[config.mk]
export PLATFORM = sky130hd
export DESIGN_NAME = frdr_sqrt
export DESIGN_NICKNAME = d
export VERILOG_FILES = /design/src/hdl/frdr_sqrt.sv
export SDC_FILE = /design/constraint.sdc
export NUM_CORES = 2
export LEC_CHECK = 0
export BUFFER_PORTS_ARGS = -buffer_cell sky130_fd_sc_hd__buf_4
export CAP_MARGIN = 5
export CELL_PAD_IN_SITES_DETAIL_PLACEMENT = 0
export CELL_PAD_IN_SITES_GLOBAL_PLACEMENT = 1
export CORE_UTILIZATION = 55
export DETAILED_ROUTE_END_ITERATION = 7
export PLACE_DENSITY_LB_ADDON = 0.1
export SETUP_SLACK_MARGIN = 0.5
export SLEW_MARGIN = 20
export SYNTH_ARGS = -nofsm -noshare
export SYNTH_HDL_FRONTEND = slang
export SYNTH_SLANG_ARGS = --single-unit
[constraint.sdc]
create_clock -name clock -period 10.5 [get_ports clock]
set_input_delay 3.15 -clock clock [delete_from_list [all_inputs] [get_ports clock]]
set_output_delay 3.15 -clock clock [all_outputs]
set_load 0.05 [all_outputs]
[src/hdl/frdr_sqrt.sv]
// frdr_sqrt: pipelined integer square root (floor), one root bit per stage
// depends on nothing; sideband bits travel alongside each item
module frdr_sqrt #(
   parameter int VW = 61,
   parameter int RW = 31,
   parameter int SW = 1
) (
   input  logic          clock,
   input  logic          en,
   input  logic [VW-1:0] radicand,
   input  logic [SW-1:0] side_in,
   output logic [RW-1:0] root,
   output logic [SW-1:0] side_out
);

   localparam int TW = VW + 1;

   logic [VW-1:0] rem_ff  [RW];
   logic [RW-1:0] root_ff [RW];
   logic [SW-1:0] s_ff    [RW];

   for (genvar i = 0; i < RW; i++) begin : g_stage
      localparam int K = RW - 1 - i;
      logic [VW-1:0] rem_src;
      logic [RW-1:0] root_src;
      logic [SW-1:0] s_src;
      logic [TW-1:0] trial;
      logic          take;
      logic [VW-1:0] rem_in;
      logic [RW-1:0] root_in;

      if (i == 0) begin : g_first
         assign rem_src  = radicand;
         assign root_src = '0;
         assign s_src    = side_in;
      end else begin : g_next
         assign rem_src  = rem_ff[i-1];
         assign root_src = root_ff[i-1];
         assign s_src    = s_ff[i-1];
      end

      assign trial   = (TW'(root_src) << (K + 1)) + (TW'(1) << (2 * K));
      assign take    = TW'(rem_src) >= trial;
      assign rem_in  = take ? VW'(TW'(rem_src) - trial) : rem_src;
      assign root_in = take ? (root_src | (RW'(1) << K)) : root_src;

      always_ff @(posedge clock) begin
         if (en) begin
            rem_ff[i]  <= rem_in;
            root_ff[i] <= root_in;
            s_ff[i]    <= s_src;
         end
      end
   end

   assign root     = root_ff[RW-1];
   assign side_out = s_ff[RW-1];

endmodule

==> results.tsv <==
metric	value	unit
yosysWarnings	0	
place.gp.congestion	0.9151	
dp_hpwl	205000	um
track_usage	26.32	%
nets	9671	
cts_made_buffers	236	
synth_nets	9493	
core_area	202900	um^2
p_leak	0.04661	uW
final_layout_size_suffix_gt1_share	7.302	%
regToRegStartpoint	rem_ff[1][677]	
pin_count	96	
r2r_cells	11	
avgSynthCellArea	12.65	um^2
finalHoldViolCount	0	
route.detailed.drc	0	
wl_per_cell	22.98	um
numClockSinks	2357	
die_x	454.6	um
power.density	221.5	nW/um^2
ys.flop_type	edfxtp_1	
initial_utilization	55.52	%
min_to	s_ff[0][6]	
final.period_utilization	49.79	%
synth_cell_types	96	
synth_enable_flop_cells	2357	
ant_nets	0	
port_buffers	95	
cts_hold_buf	0	
synth_top_area_share	62.82	%
netlist_area	112700	um^2
ir_drop	199.3	uV
cp.required	11110	ps
start_kind	flop	
grt_max_degree	188	
tns	0	ps
synthToLayoutAreaGrowth	10.44	%
grt_pass1_wl	413200	um
vias	71026	
worstSkewPairLatency	890	ps
seq_area_frac_synth	62.82	%
crit_arrival	5840	ps
netlist_instances	8905	
cts_setup_buffers	0	
holdPathStages	0	
die_h	454.6	um
dieArea	206700	um^2
fin_crit	5228	ps
drv_slew	0	
place_ws	4825	ps
yosysMostFrequentCell	edfxtp_1	
worst_slew_pin_slew	1078	ps
via_per_inst	5.938	
fillers	15692	
synth_commonest_cells	edfxtp_1 (2357), inv_1 (671), nor2_1 (661)	
grt-ovfl-total	0	
drv_cap	0	
antenna_found_initial	8	
layout_setup_ws	5272	ps
clockBufferDepth	3	
cts_root_buf	clkbuf_16	
wl	274900	um
r2r_slack	5270	ps
async_reset_ff_share	0	%
hold_start	s_ff[0][5]	
grt_setup_unrepaired	false	
critPathKind	reg -> reg	
relSlewSlack	27.38	%
setup_viol	0	
cp_max_fo	45	
row_count	165	
cts_tree	done	
r2r_end	rem_ff[1][756]	
path_clk_slew	70	ps
p_total	27560	uW
synth_top_cell_by_area	edfxtp_1	
max_freq	191.3	MHz
ys_ff_latch	2357	
grt_pass1_vias	67419	
first_pass_iters	8	
worstSetupEndpointType	flop	
hp-class	reg -> reg	
finalClockSkew	59.24	ps
outcome	finished clean	
cts_max_level	4	
synth_area_leaders	edfxtp_1 (63%), ha_1 (5.8%), xnor2_1 (3.4%), xor2_1 (2.8%), a21oi_1 (2.7%)	
cts_resized	0	
drt_iter0_markers	6969	
cell type report:
cell class,instances,area [um^2],area share [%]
sequential,2357,70780,56.88
clock buffer,275,6052,4.864
tap,2672,3343,2.687
inverter,676,2537,2.039
clock inverter,165,1818,1.461
timing repair buffer,141,1217,0.9784
antenna,4,10.01,0.008044
multi-input combinational,5671,38670,31.08
report_power, final:
| group | leakage [uW] | switching (uW) | internal [uW] |
|---|---|---|---|
| combinational | 0.0201 | 3580 | 2460 |
| clock | 0.00378 | 3660 | 4810 |
| sequential | 0.0227 | 1060 | 12000 |
| total | 0.0466 | 8300 | 19300 |
per-stage QoR:
stage	hold slack (ps)	instances	area, um^2	utilization, %
floorplan	400.3	8905	112700	-
global placement	400.4	11516	116500	57.40
detailed placement	405.4	11516	116500	57.41
CTS	413.4	11956	124400	61.29
global route	419.0	11959	124400	61.31
finish	411.4	11961	124400	61.31
sequential cells by signal, summed over array words and instances (netlist names):
name / cells
root_ff: 496
rem_ff: 1830
s_ff: 31
kinds of logic after synthesis:
kind of cell / Yosys count / share of synthesized area, %
buffers and inverters: 877 / 2.964
other: 1 / 0.003328
flip-flops: 2357 / 62.82
multiplexers: 112 / 1.111
AND/OR/NAND/NOR: 2544 / 11.68
AO/OA/AOI/OAI: 1693 / 9.398
adder cells (fa/ha/maj): 524 / 5.826
XOR/XNOR: 797 / 6.196
per-layer routing:
metal  wire (um)  part of all wire (%)  vias to the layer above  GRT usage [%]
li1            -                     -                    33711              -
met1      126600                    46                    35082          38.55
met2      127400                    46                     1904          41.71
met3       15500                   5.6                      327          3.789
met4        5399                   2.0                        2          5.829
met5          18                0.0065                        -              0
worst max path at each step:
| stage | to | startpoint |
|---|---|---|
| after CTS | rem_ff[1][753] | rem_ff[1][677] |
| after global routing | rem_ff[1][753] | rem_ff[1][679] |
| final | rem_ff[1][756] | rem_ff[1][677] |
| after detailed placement | rem_ff[1][537] | en |
| after floorplan | root[0] | root_ff[7][62] |
| after global placement | rem_ff[0][792] | en |
worst max-delay path, cell delays in order (launching register included):
cell and delay [ps]:
edfxtp_1 400, ha_1 360, o21ai_0 160, a22oi_1 390
a221oi_1 240, a211oi_1 600, o31ai_1 230, a2111oi_0 940
nor2_2 290, buf_4 320, inv_2 630, mux2_1 390
layout by cell type (no fill, tap or decap), types with 28 or more instances in the layout:
cell,synthesis,layout
edfxtp_1,2357,2357
inv_1,671,671
nor2_1,661,661
a21oi_1,605,605
ha_1,523,523
nand2_1,469,469
xnor2_1,440,440
xor2_1,357,357
o21ai_0,344,343
nor4_1,300,297
nor3_1,237,237
clkbuf_16,0,236
a21o_1,184,184
nand4_1,168,168
nand3_1,132,132
buf_4,4,127
o21a_1,106,106
mux2_2,99,99
nand2b_1,89,89
or3_1,89,89
or4_1,66,66
o21bai_1,59,58
nor2b_1,57,57
clkinv_1,2,52
clkinv_2,0,45
nor4b_1,44,44
and3_1,40,40
o211ai_1,40,40
a211oi_1,39,39
clkbuf_1,170,39
nand4b_1,35,35
a31oi_1,34,34
o31ai_1,33,33
or2_2,30,30
and2_1,29,29
a21boi_0,28,28
Note: power is estimated with default switching activity, not from simulation.
